File: config.mk
export PLATFORM = sky130hd
export DESIGN_NAME = gamepad_poll_frame_sequencer_top
export DESIGN_NICKNAME = d
export VERILOG_FILES = /design/src/sv/gpfs_pkg.sv /design/src/sv/gpfs_fifo.sv /design/src/sv/gpfs_front.sv /design/src/sv/gpfs_back.sv /design/src/sv/gamepad_poll_frame_sequencer_top.sv
export SDC_FILE = /design/constraint.sdc
export NUM_CORES = 1
export LEC_CHECK = 0
export ABC_CLOCK_PERIOD_IN_PS = 4730
export BUFFER_PORTS_ARGS = -buffer_cell sky130_fd_sc_hd__buf_2
export CORE_MARGIN = 4
export CORE_UTILIZATION = 40
export CTS_BUF_LIST = sky130_fd_sc_hd__clkbuf_16
export CTS_CLUSTER_DIAMETER = 60
export DETAILED_ROUTE_END_ITERATION = 10
export PLACE_DENSITY = 0.71
export SETUP_SLACK_MARGIN = 0.05
export SLEW_MARGIN = 25
export SYNTH_ARGS = -nofsm -noshare
export SYNTH_HDL_FRONTEND = slang
export SYNTH_SLANG_ARGS = --single-unit
export TNS_END_PERCENT = 10
File: constraint.sdc
create_clock -name clock -period 4.73 [get_ports clock]
set_input_delay 0.473 -clock clock [delete_from_list [all_inputs] [get_ports clock]]
set_output_delay 0.473 -clock clock [all_outputs]
set_load 0.005 [all_outputs]
File: src/sv/gpfs_pkg.sv
`timescale 1ns / 1ps

package gpfs_pkg;

   localparam logic [1:0] OP_POLL = 2'd0;
   localparam logic [1:0] OP_CONFIGURE = 2'd1;
   localparam logic [1:0] OP_RESPONSE = 2'd2;

   localparam logic [1:0] KIND_POLL = 2'd0;
   localparam logic [1:0] KIND_CONFIGURE = 2'd1;
   localparam logic [1:0] KIND_RESPONSE = 2'd2;
   localparam logic [1:0] KIND_NONE = 2'd3;

   localparam logic [1:0] STEP_POLL = 2'd0;
   localparam logic [1:0] STEP_ENTER = 2'd1;
   localparam logic [1:0] STEP_MODE = 2'd2;
   localparam logic [1:0] STEP_EXIT = 2'd3;

   localparam logic [7:0] CMD_START = 8'h01;
   localparam logic [7:0] CMD_READ_DATA = 8'h42;
   localparam logic [7:0] CMD_CONFIG = 8'h43;
   localparam logic [7:0] CMD_MODE = 8'h44;
   localparam logic [7:0] CMD_FILL = 8'h5A;
   localparam logic [7:0] CMD_LOCK = 8'h03;
   localparam logic [7:0] CMD_UNLOCK = 8'h02;
   localparam logic [7:0] CMD_ZERO = 8'h00;

   localparam int unsigned STORED_BYTES = 6;
   localparam int unsigned FIRST_STORED = 3;

   typedef struct packed {
      logic [1:0] kind;
      logic [7:0] rx_byte;
   } item_type;

   typedef struct packed {
      logic [7:0] tx_byte;
      logic       select_active;
      logic       frame_done;
      logic       sequence_done;
      logic [7:0] button_byte_a;
      logic [7:0] button_byte_b;
      logic [7:0] right_x;
      logic [7:0] right_y;
      logic [7:0] left_x;
      logic [7:0] left_y;
      logic       digital_mode;
   } result_type;

   function automatic logic [7:0] command_byte(input logic [1:0] step, input logic [7:0] idx,
                                               input logic digital, input logic lock);
      logic [7:0] cmd;
      cmd = CMD_ZERO;
      case (step)
         STEP_POLL: begin
            if (idx == 8'd0) cmd = CMD_START;
            else if (idx == 8'd1) cmd = CMD_READ_DATA;
         end
         STEP_ENTER: begin
            if (idx == 8'd0) cmd = CMD_START;
            else if (idx == 8'd1) cmd = CMD_CONFIG;
            else if (idx == 8'd3) cmd = CMD_START;
         end
         STEP_MODE: begin
            if (idx == 8'd0) cmd = CMD_START;
            else if (idx == 8'd1) cmd = CMD_MODE;
            else if (idx == 8'd3) cmd = digital ? CMD_ZERO : CMD_START;
            else if (idx == 8'd4) cmd = lock ? CMD_LOCK : CMD_UNLOCK;
         end
         default: begin
            if (idx == 8'd0) cmd = CMD_START;
            else if (idx == 8'd1) cmd = CMD_CONFIG;
            else if (idx >= 8'd4 && idx <= 8'd8) cmd = CMD_FILL;
         end
      endcase
      return cmd;
   endfunction

endpackage

File: src/sv/gpfs_fifo.sv
`timescale 1ns / 1ps

module gpfs_fifo #(
   parameter int unsigned WIDTH = 8
) (
   input  logic             clock,
   input  logic             reset,
   input  logic             push,
   input  logic [WIDTH-1:0] din,
   output logic             full,
   input  logic             pop,
   output logic [WIDTH-1:0] dout,
   output logic             empty
);

   logic [WIDTH-1:0] mem_ff [2];
   logic             wr_ptr_ff;
   logic             rd_ptr_ff;
   logic [1:0]       count_ff;
   logic             do_push;
   logic             do_pop;

   assign full = (count_ff == 2'd2);
   assign empty = (count_ff == 2'd0);
   assign dout = mem_ff[rd_ptr_ff];
   assign do_push = push && !full;
   assign do_pop = pop && !empty;

   always_ff @(posedge clock) begin
      if (do_push) begin
         mem_ff[wr_ptr_ff] <= din;
      end
   end

   always_ff @(posedge clock) begin
      if (reset) begin
         wr_ptr_ff <= 1'b0;
         rd_ptr_ff <= 1'b0;
         count_ff <= 2'd0;
      end else begin
         if (do_push) wr_ptr_ff <= !wr_ptr_ff;
         if (do_pop) rd_ptr_ff <= !rd_ptr_ff;
         if (do_push && !do_pop) count_ff <= count_ff + 2'd1;
         else if (do_pop && !do_push) count_ff <= count_ff - 2'd1;
      end
   end

endmodule

File: src/sv/gpfs_front.sv
`timescale 1ns / 1ps

module gpfs_front (
   input  logic                clock,
   input  logic                reset,
   input  logic                push,
   output logic                full,
   input  logic [1:0]          operation,
   input  logic [7:0]          rx_byte,
   output logic                item_valid,
   output gpfs_pkg::item_type  item,
   input  logic                item_take
);

   gpfs_pkg::item_type classified;
   logic               queue_empty;
   logic [$bits(gpfs_pkg::item_type)-1:0] queue_dout;

   always_comb begin
      classified.rx_byte = rx_byte;
      case (operation)
         gpfs_pkg::OP_POLL:      classified.kind = gpfs_pkg::KIND_POLL;
         gpfs_pkg::OP_CONFIGURE: classified.kind = gpfs_pkg::KIND_CONFIGURE;
         gpfs_pkg::OP_RESPONSE:  classified.kind = gpfs_pkg::KIND_RESPONSE;
         default:                classified.kind = gpfs_pkg::KIND_NONE;
      endcase
   end

   gpfs_fifo #(
      .WIDTH($bits(gpfs_pkg::item_type))
   ) u_queue (
      .clock(clock),
      .reset(reset),
      .push (push),
      .din  (classified),
      .full (full),
      .pop  (item_take),
      .dout (queue_dout),
      .empty(queue_empty)
   );

   assign item_valid = !queue_empty;
   assign item = gpfs_pkg::item_type'(queue_dout);

endmodule

File: src/sv/gpfs_back.sv
`timescale 1ns / 1ps

module gpfs_back #(
   parameter int unsigned FRAME_BYTES = 10
) (
   input  logic                 clock,
   input  logic                 reset,
   input  logic                 item_valid,
   input  gpfs_pkg::item_type   item,
   output logic                 item_take,
   input  logic                 analog_mode,
   input  logic                 lock_controller,
   input  logic                 result_full,
   output logic                 result_push,
   output gpfs_pkg::result_type result
);

   localparam int unsigned IDX_W = $clog2(FRAME_BYTES);

   logic             busy_ff, busy_in;
   logic [1:0]       step_ff, step_in;
   logic [IDX_W-1:0] idx_ff, idx_in;
   logic [7:0]       pad_ff [gpfs_pkg::STORED_BYTES];
   logic [7:0]       pad_in [gpfs_pkg::STORED_BYTES];
   logic             digital_ff, digital_in;
   logic [IDX_W:0]   idx_next;
   logic [7:0]       tx;
   logic             sel;
   logic             fdone;
   logic             sdone;

   assign item_take = item_valid && !result_full;
   assign result_push = item_take;
   assign idx_next = {1'b0, idx_ff} + (IDX_W + 1)'(1);

   always_comb begin
      busy_in = busy_ff;
      step_in = step_ff;
      idx_in = idx_ff;
      pad_in = pad_ff;
      digital_in = digital_ff;
      tx = gpfs_pkg::CMD_ZERO;
      sel = 1'b0;
      fdone = 1'b0;
      sdone = 1'b0;
      if (busy_ff) begin
         sel = 1'b1;
         if (item.kind == gpfs_pkg::KIND_RESPONSE) begin
            for (int k = 0; k < gpfs_pkg::STORED_BYTES; k++) begin
               if (idx_ff == IDX_W'(k + gpfs_pkg::FIRST_STORED)) begin
                  if (step_ff == gpfs_pkg::STEP_POLL && k < 2) begin
                     pad_in[k] = item.rx_byte ^ pad_ff[k];
                  end else begin
                     pad_in[k] = item.rx_byte;
                  end
               end
            end
            if (idx_next == (IDX_W + 1)'(FRAME_BYTES)) begin
               fdone = 1'b1;
               sel = 1'b0;
               idx_in = '0;
               if (step_ff == gpfs_pkg::STEP_POLL || step_ff == gpfs_pkg::STEP_EXIT) begin
                  sdone = 1'b1;
                  busy_in = 1'b0;
                  step_in = gpfs_pkg::STEP_POLL;
               end else begin
                  step_in = step_ff + 2'd1;
                  tx = gpfs_pkg::command_byte(step_in, 8'd0, digital_ff, lock_controller);
               end
            end else begin
               idx_in = idx_next[IDX_W-1:0];
               tx = gpfs_pkg::command_byte(step_ff, 8'(idx_next), digital_ff, lock_controller);
            end
         end else begin
            tx = gpfs_pkg::command_byte(step_ff, 8'(idx_ff), digital_ff, lock_controller);
         end
      end else if (item.kind == gpfs_pkg::KIND_POLL || item.kind == gpfs_pkg::KIND_CONFIGURE) begin
         busy_in = 1'b1;
         idx_in = '0;
         sel = 1'b1;
         if (item.kind == gpfs_pkg::KIND_POLL) begin
            step_in = gpfs_pkg::STEP_POLL;
         end else begin
            step_in = gpfs_pkg::STEP_ENTER;
            digital_in = !analog_mode;
         end
         tx = gpfs_pkg::command_byte(step_in, 8'd0, digital_in, lock_controller);
      end
   end

   always_comb begin
      result.tx_byte = tx;
      result.select_active = sel;
      result.frame_done = fdone;
      result.sequence_done = sdone;
      result.button_byte_a = pad_in[0];
      result.button_byte_b = pad_in[1];
      result.right_x = pad_in[2];
      result.right_y = pad_in[3];
      result.left_x = pad_in[4];
      result.left_y = pad_in[5];
      result.digital_mode = digital_in;
   end

   always_ff @(posedge clock) begin
      if (reset) begin
         busy_ff <= 1'b0;
         step_ff <= gpfs_pkg::STEP_POLL;
         idx_ff <= '0;
         digital_ff <= 1'b0;
         for (int k = 0; k < gpfs_pkg::STORED_BYTES; k++) begin
            pad_ff[k] <= 8'd0;
         end
      end else if (item_take) begin
         busy_ff <= busy_in;
         step_ff <= step_in;
         idx_ff <= idx_in;
         digital_ff <= digital_in;
         pad_ff <= pad_in;
      end
   end

endmodule

File: src/sv/gamepad_poll_frame_sequencer_top.sv
`timescale 1ns / 1ps
// Path: an accepted request is registered in the request queue, and its result is registered
// in the result queue before it shows on the result ports. Throughput: one request and one
// result per cycle unless a queue is full; a two-entry queue sits before the sequencer and
// another after it, so either side may stall without stopping the other at once.
// Reset: synchronous and active high; it empties both queues, idles the sequencer, clears the
// stored pad bytes and digital flag, and sets analog_mode and lock_controller to one.
module gamepad_poll_frame_sequencer_top #(
   parameter int unsigned FRAME_BYTES = 10
) (
   input  logic        clock,
   input  logic        reset,
   input  logic        push,
   output logic        full,
   input  logic [1:0]  req_operation,
   input  logic [7:0]  req_rx_byte,
   output logic        empty,
   input  logic        pop,
   output logic [7:0]  rsp_tx_byte,
   output logic        rsp_select_active,
   output logic        rsp_frame_done,
   output logic        rsp_sequence_done,
   output logic [7:0]  rsp_button_byte_a,
   output logic [7:0]  rsp_button_byte_b,
   output logic [7:0]  rsp_right_x,
   output logic [7:0]  rsp_right_y,
   output logic [7:0]  rsp_left_x,
   output logic [7:0]  rsp_left_y,
   output logic        rsp_digital_mode,
   input  logic        psel,
   input  logic        penable,
   input  logic        pwrite,
   input  logic [2:0]  paddr,
   input  logic [31:0] pwdata,
   output logic [31:0] prdata,
   output logic        pready
);

   logic                 analog_ff;
   logic                 lock_ff;
   logic                 item_valid;
   logic                 item_take;
   gpfs_pkg::item_type   item;
   logic                 result_full;
   logic                 result_push;
   gpfs_pkg::result_type result;
   gpfs_pkg::result_type head;
   logic [$bits(gpfs_pkg::result_type)-1:0] result_dout;

   assign pready = 1'b1;
   assign prdata = {31'd0, paddr[2] ? lock_ff : analog_ff};

   always_ff @(posedge clock) begin
      if (reset) begin
         analog_ff <= 1'b1;
         lock_ff <= 1'b1;
      end else if (psel && penable && pwrite) begin
         if (paddr[2]) lock_ff <= pwdata[0];
         else analog_ff <= pwdata[0];
      end
   end

   gpfs_front u_front (
      .clock     (clock),
      .reset     (reset),
      .push      (push),
      .full      (full),
      .operation (req_operation),
      .rx_byte   (req_rx_byte),
      .item_valid(item_valid),
      .item      (item),
      .item_take (item_take)
   );

   gpfs_back #(
      .FRAME_BYTES(FRAME_BYTES)
   ) u_back (
      .clock          (clock),
      .reset          (reset),
      .item_valid     (item_valid),
      .item           (item),
      .item_take      (item_take),
      .analog_mode    (analog_ff),
      .lock_controller(lock_ff),
      .result_full    (result_full),
      .result_push    (result_push),
      .result         (result)
   );

   gpfs_fifo #(
      .WIDTH($bits(gpfs_pkg::result_type))
   ) u_result_queue (
      .clock(clock),
      .reset(reset),
      .push (result_push),
      .din  (result),
      .full (result_full),
      .pop  (pop),
      .dout (result_dout),
      .empty(empty)
   );

   assign head = gpfs_pkg::result_type'(result_dout);
   assign rsp_tx_byte = head.tx_byte;
   assign rsp_select_active = head.select_active;
   assign rsp_frame_done = head.frame_done;
   assign rsp_sequence_done = head.sequence_done;
   assign rsp_button_byte_a = head.button_byte_a;
   assign rsp_button_byte_b = head.button_byte_b;
   assign rsp_right_x = head.right_x;
   assign rsp_right_y = head.right_y;
   assign rsp_left_x = head.left_x;
   assign rsp_left_y = head.left_y;
   assign rsp_digital_mode = head.digital_mode;

endmodule

* Word level (Yosys, flattened, before mapping)
Memory sizes are Yosys's and may differ from the RTL's. A register that Yosys moved wholly into a read port is not among the register bits.
Index checks and enable logic that the tools add are counted.
** Operators by class
- Shift operators :: 0
- Mux-type cells :: 85
- Bitwise gates (word level) :: 3
- $add $sub $neg :: 6
- $lt $le $gt $ge :: 4
- Reductions and logical operators :: 42
- Divide/modulo/power cells :: 0
- Equality and inequality tests :: 22
- Multipliers :: 0
** Operator list (count)
- 2-to-1 mux 8 bit :: 29
- 2-to-1 mux 48 bit :: 2
- one-hot mux 8 bit (3 select lines) :: 2
- 2-to-1 mux 1 bit :: 34
- 2-to-1 mux 7 bit :: 4
- 2-to-1 mux 2 bit :: 9
- == test 4 x 3 -> 1 bit, second input constant :: 4
- 2-to-1 mux 4 bit :: 4
- XOR 8 bit :: 2
- logical AND 1 bit :: 13
- logical NOT 1 bit :: 13
- == test 2 bit, second input constant :: 6
- logical NOT 2 bit :: 5
- adder 2 x 1 -> 2 bit, second input constant :: 3
- == test 2 x 1 -> 1 bit, second input constant :: 3
- one-hot mux 2 bit (3 select lines) :: 1
- nonzero test 2 bit :: 3
- adder 4 x 1 -> 5 bit, second input constant :: 1
- == test 5 x 1 -> 1 bit, second input constant :: 1
- == test 5 x 2 -> 1 bit, second input constant :: 1
- == test 5 x 3 -> 1 bit, second input constant :: 1
- == test 5 x 4 -> 1 bit, second input constant :: 1
- greater-or-equal comparator 5 x 3 -> 1 bit, second input constant :: 1
- less-or-equal comparator 5 x 4 -> 1 bit, second input constant :: 1
- 14 further kinds :: 18
** Storage, ports and cells
- Word-level logic and storage cells :: 182
- Output and inout port bits :: 95
- Memory bits (read-only) :: 0
- Bits in registers :: 66
- Latch bits :: 0
- Memories :: 2
- RAM bits :: 140
** Memories
- u_result_queue.mem_ff :: words 2, width 60, rd ports 1, clocked after Yosys merged registers in 1, write ports 1, line gpfs_fifo.sv:16 : logic [WIDTH-1:0] mem_ff [2];
- u_front.u_queue.mem_ff :: words 2, width 10, rd ports 1, clocked after Yosys merged registers in 1, write ports 1, line gpfs_fifo.sv:16

* Depth between registers and ports, before layout
- Word-level depth :: 10
- Gate-level depth with buffers :: 9
- Gate-level depth less buffers :: 7

* Cells and area by module
A second synthesis with hierarchy kept.
** Unflattened totals
- Cells, all modules :: 801
- Area, all modules :: 9780.6 um2
** Modules (own cells, without submodules)
- gpfs_fifo (u_result_queue) :: area an instance 4531.8 um2, seq. area each 3703.6 um2, times used 1, cells an instance 212
- gpfs_back :: area an instance 3956.3 um2, seq. area each 1121.1 um2, times used 1, cells an instance 486
- gpfs_fifo (u_front.u_queue) :: area an instance 935.9 um2, seq. area each 700.7 um2, times used 1, cells an instance 56
- gamepad_poll_frame_sequencer_top :: area an instance 345.3 um2, seq. area each 40.0 um2, times used 1, cells an instance 44
- gpfs_front :: area an instance 11.3 um2, seq. area each 0.0 um2, times used 1, cells an instance 3

* Worst setup path before layout
OpenSTA, ideal clock, no wires.
- Kind :: flip-flop to flip-flop
- From :: register u_result_queue.count_ff[0]
- To :: memory u_result_queue.mem_ff[0][0] in the netlist's numbering, enable pin
- Clock period less this slack :: 3465 ps
- Setup time :: 472 ps
- Setup slack :: 1265 ps
- Cell stages (with the launch flop) :: 3
- Arrival time :: 2993 ps
- Path buffers :: 0
- Path through :: dfxtp_1 -> o22ai_4 -> nor2_1
** Between the ends
- Word-level cells in the longest chain between the ends :: 6
** Ends and longest elaborated chain
- start, declared :: line gpfs_fifo.sv:19 : logic [1:0] count_ff;
- start signal, assigned :: line gpfs_fifo.sv:43 : if (do_push && !do_pop) count_ff <= count_ff + 2'd1;
- start signal, assigned :: line gpfs_fifo.sv:44 : else if (do_pop && !do_push) count_ff <= count_ff - 2'd1;
- == test 2 bit (*) :: line gpfs_fifo.sv:23 : assign full = (count_ff == 2'd2);
- logical NOT 1 bit (*) :: line gpfs_fifo.sv:26, gpfs_back.sv:32
- logical AND 1 bit :: line gpfs_back.sv:32 : assign item_take = item_valid && !result_full;
- logical AND 1 bit (*) :: line gpfs_fifo.sv:26 : assign do_push = push && !full;
- 2-to-1 mux 1 bit (*) :: line gpfs_fifo.sv:30 : if (do_push) begin
- 2-to-1 mux 1 bit (not written as such) (*) :: line gpfs_fifo.sv:31 : mem_ff[wr_ptr_ff] <= din;
- end, declared :: line gpfs_fifo.sv:16
Mark *: on every way between the ends. The rest lies on a longest branch, timed or not.

==> results.txt <==
For this run, the post-layout net count is 954. The number of violations of the max-capacitance limit came out at 0. The routed wire length per instance came out at 16.07 µm.

The vias per cell is 5.210. STA classifies the critical path startpoint as a flop. For this design the top-level I/O count stands at 147. The endpoint required time on the critical path came out at 5030 ps.

The CTS buffer count came out at 21. The setup total negative slack came out at 0 ps. The chip height is 162.2 µm. The static power due to leakage came out at 3.694 nW. The standard-cell row count came out at 56. The root buffer cell chosen for the clock tree is clkbuf_16.

The flow ran to the end, and the final reports show no timing, DRC or antenna violations. The count of endpoints failing setup in the final report is 0. After clock tree synthesis, the setup repair step added 0 buffers. The wire-length estimate of the detail-placed layout is 12,910 µm. For this run, design rule violations remaining after detail routing come to 0. The H-tree level count is 1. The placed instance area is 9987 µm². The worst path needs 2835 ps of the cycle, external delays included. The count of placed standard cells including taps is 1,186. The clock latency on the worst-skew pair is 490 ps.

In this run, synthesis inferred 134 flip-flops with an integrated enable. The post-synthesis sequential element count is 202. In this run the deepest clock path goes through 3 buffers. The first-pass GRT wire length came out at 31,040 µm. The initial core utilization is 40.64%.

Entering global routing, the biggest net connects 61 pins. The count of non-filler cells in the finished layout is 1,223. The share of synthesized area occupied by flip-flops and latches came out at 56.62%.

The synthesized instance count came out at 840. For this run the aggregate overflow at the end of global routing stands at 0. The beginning of the worst hold path is req_rx_byte[4]. The number of nets with antenna violations after detailed routing came out at 0. The final RePlAce weighted congestion came out at 0.8815.

Setup repair after global routing left no endpoint under its margin. The endpoint kind of the worst setup timing path is a flop. After clock tree synthesis, the clock-pin slew on the worst setup and hold paths is 60 ps.

The final hold violation count came out at 0. Dividing the synthesized area by the synthesized cell count gives 11.32 µm². The setup slack after placement is 1853 ps. The number of global-route vias before repair is 5,795. The CTS sink count came out at 202.

The tightest slew margin relative to the limit is 34.17%. The total non-filler cell area in the finished layout came out at 10,590 µm². The data arrival time at the worst-slack endpoint came out at 3130 ps. The post-detailed-routing wire length came out at 19,660 µm. The layout overhead on the synthesized area is 11.31%. The maximum achievable frequency came out at 352.7 MHz. The total power density per cell area is 524.1 nW/µm². The period utilization is 59.94%. The number of DRC violations after detailed-routing iteration 0 came out at 484.

The number of hold buffers added after cts came out at 0. For this block, the via count after detailed routing is 6,372. For this run, the leading register cell type out of synthesis is edfxtp_1. The measured slew at the worst slew-check pin came out at 986.0 ps. The detailed-router iteration count before antenna repair is 5. The Yosys step of the flow raised 0 warnings. In this run, post-CTS repair resized a total of 0 instances. The worst setup path is of the reg -> reg kind.

The initial antenna violation count is 0. The antenna diode count is 0. Cells with a size suffix above 1 make up 22.12% of the layout. The type of the most critical hold path is in -> reg. TritonCTS built the clock tree. The die is 162.2 µm wide. The number of distinct standard cells referenced by the synthesized netlist came out at 59. The core outline area is 23,400 µm². The share of synthesized registers carrying an async set or reset is 0%. The synthesized netlist occupies a cell area of 9512 µm². The global-route usage over all layers came out at 14.64%. The worst register-to-register path has a setup slack of 1890 ps. The total design power came out at 5.549 mW. The top fanout value on the critical path came out at 22. The count of final max-slew check failures is 0. The count of buffers added on input and output ports is 79.

The die area is 26,310 µm². For the final database, setup skew stands at 12.36 ps. The worst setup slack after layout is 1895 ps. The maximum resistive drop on vdd came out at 0.2114 mV.
==> metal layers <==
layer	GRT usage [%]	part of all wire, %	vias to the layer above
met5	0	0	-
met4	3.883	2.1	0
met3	3.020	6.2	28
met2	24.18	48	159
met1	19.79	44	3049
li1	-	-	3136
==> layout by cell type, fill, tap and decap left out, types with 3 or more instances in the layout <==
master / instances
a211oi_1: 33
a21oi_1: 51
a31oi_1: 15
and2_1: 12
and3_1: 5
buf_2: 79
buf_4: 10
clkbuf_16: 21
clkinv_1: 6
conb_1: 34
dfxtp_1: 67
edfxtp_1: 134
ha_1: 11
inv_1: 27
mux2_2: 69
mux2i_1: 6
mux2i_2: 3
nand2_1: 44
nand2b_1: 4
nand3_1: 22
nand3b_1: 12
nor2_1: 73
nor2b_1: 6
nor3_1: 4
nor3b_1: 3
o21ai_0: 59
o311ai_0: 9
or3_1: 12
or4_1: 18
xnor2_1: 3
xor2_1: 6
==> flip-flops by register name, summed over array words and instances, names as in the netlist, 2 cells and up, named ones only <==
| name | count |
|---|---|
| u_front.u_queue.mem_ff | 20 |
| u_back.step_ff | 2 |
| u_result_queue.mem_ff | 114 |
| u_back.idx_ff | 4 |
| u_back.pad_ff | 48 |
| u_front.u_queue.count_ff | 2 |
| u_result_queue.count_ff | 2 |
==> per-stage QoR <==
stage               util, %  hold WS [ps]
floorplan                 -         454.1
global placement      42.64         486.6
detailed placement    42.68         488.6
CTS                   45.22         159.5
global route          45.24         158.4
finish                45.24         176.1
==> area by class of cell <==
type	count	area, µm²
Clock buffer	21	525.5
Clock inverter	16	70.07
Fill cell	2171	12810
Inverter	21	78.83
Multi-Input combinational cell	555	3655
Sequential cell	202	5389
Tap cell	319	399.1
Timing Repair Buffer	89	470.5
==> path summary, 6_finish.rpt <==
kind	end	depth (start not counted)
hold reg to reg	u_back.pad_ff[2]	2
setup reg to reg	u_result_queue.mem_ff[1][39]	5
hold / removal	u_front.u_queue.mem_ff[0][4]	1
setup / recovery	u_result_queue.mem_ff[1][39]	5
==> worst max-delay path, stage by stage, from the launching register on <==
cell      delay [ps]
dfxtp_1          970
nand4b_2         340
a21oi_4          370
and2_1           590
a21oi_1          140
a21oi_1          230
==> Yosys cell counts, types with 5 or more instances <==
| cell type | n | area (µm²) |
|---|---|---|
| edfxtp_1 | 134 | 4024 |
| nor2_1 | 75 | 281.5 |
| mux2_2 | 69 | 777.0 |
| dfxtp_1 | 68 | 1361 |
| o21ai_0 | 59 | 295.3 |
| a21oi_1 | 51 | 255.2 |
| nand2_1 | 44 | 165.2 |
| buf_4 | 40 | 300.3 |
| clkbuf_1 | 40 | 150.1 |
| a211oi_1 | 33 | 247.7 |
| nand3_1 | 22 | 110.1 |
| inv_1 | 20 | 75.07 |
| or4_1 | 18 | 135.1 |
| a31oi_1 | 15 | 93.84 |
| and2_1 | 13 | 81.33 |
| ha_1 | 12 | 150.1 |
| nand3b_1 | 12 | 90.09 |
| or3_1 | 12 | 75.07 |
| o311ai_0 | 10 | 87.58 |
| buf_2 | 9 | 45.04 |
| mux2i_1 | 9 | 90.09 |
| nor2b_1 | 6 | 37.54 |
| xor2_1 | 6 | 52.55 |
| and3_1 | 5 | 31.28 |
==> cells by family (layout without fill, tap and decap cells) <==
logic type               count (synthesis)  after routing  synth area share, %
AO/OA/AOI/OAI                          192            192                12.59
XOR/XNOR                                 9              9               0.8288
adder cells (fa/ha/maj)                 12             12                1.578
buffers and inverters                  115            147                6.485
flip-flops                             202            202                56.62
multiplexers                            78             78                9.116
other                                    2             34              0.07896
AND/OR/NAND/NOR                        230            230                12.71
==> power breakdown <==
group	internal [mW]	switching, mW	leakage (nW)
logic	0.696	0.875	1.55
registers	2.34	0.193	1.83
clock network	0.803	0.637	0.314
Power figures use the tool's default switching activity.
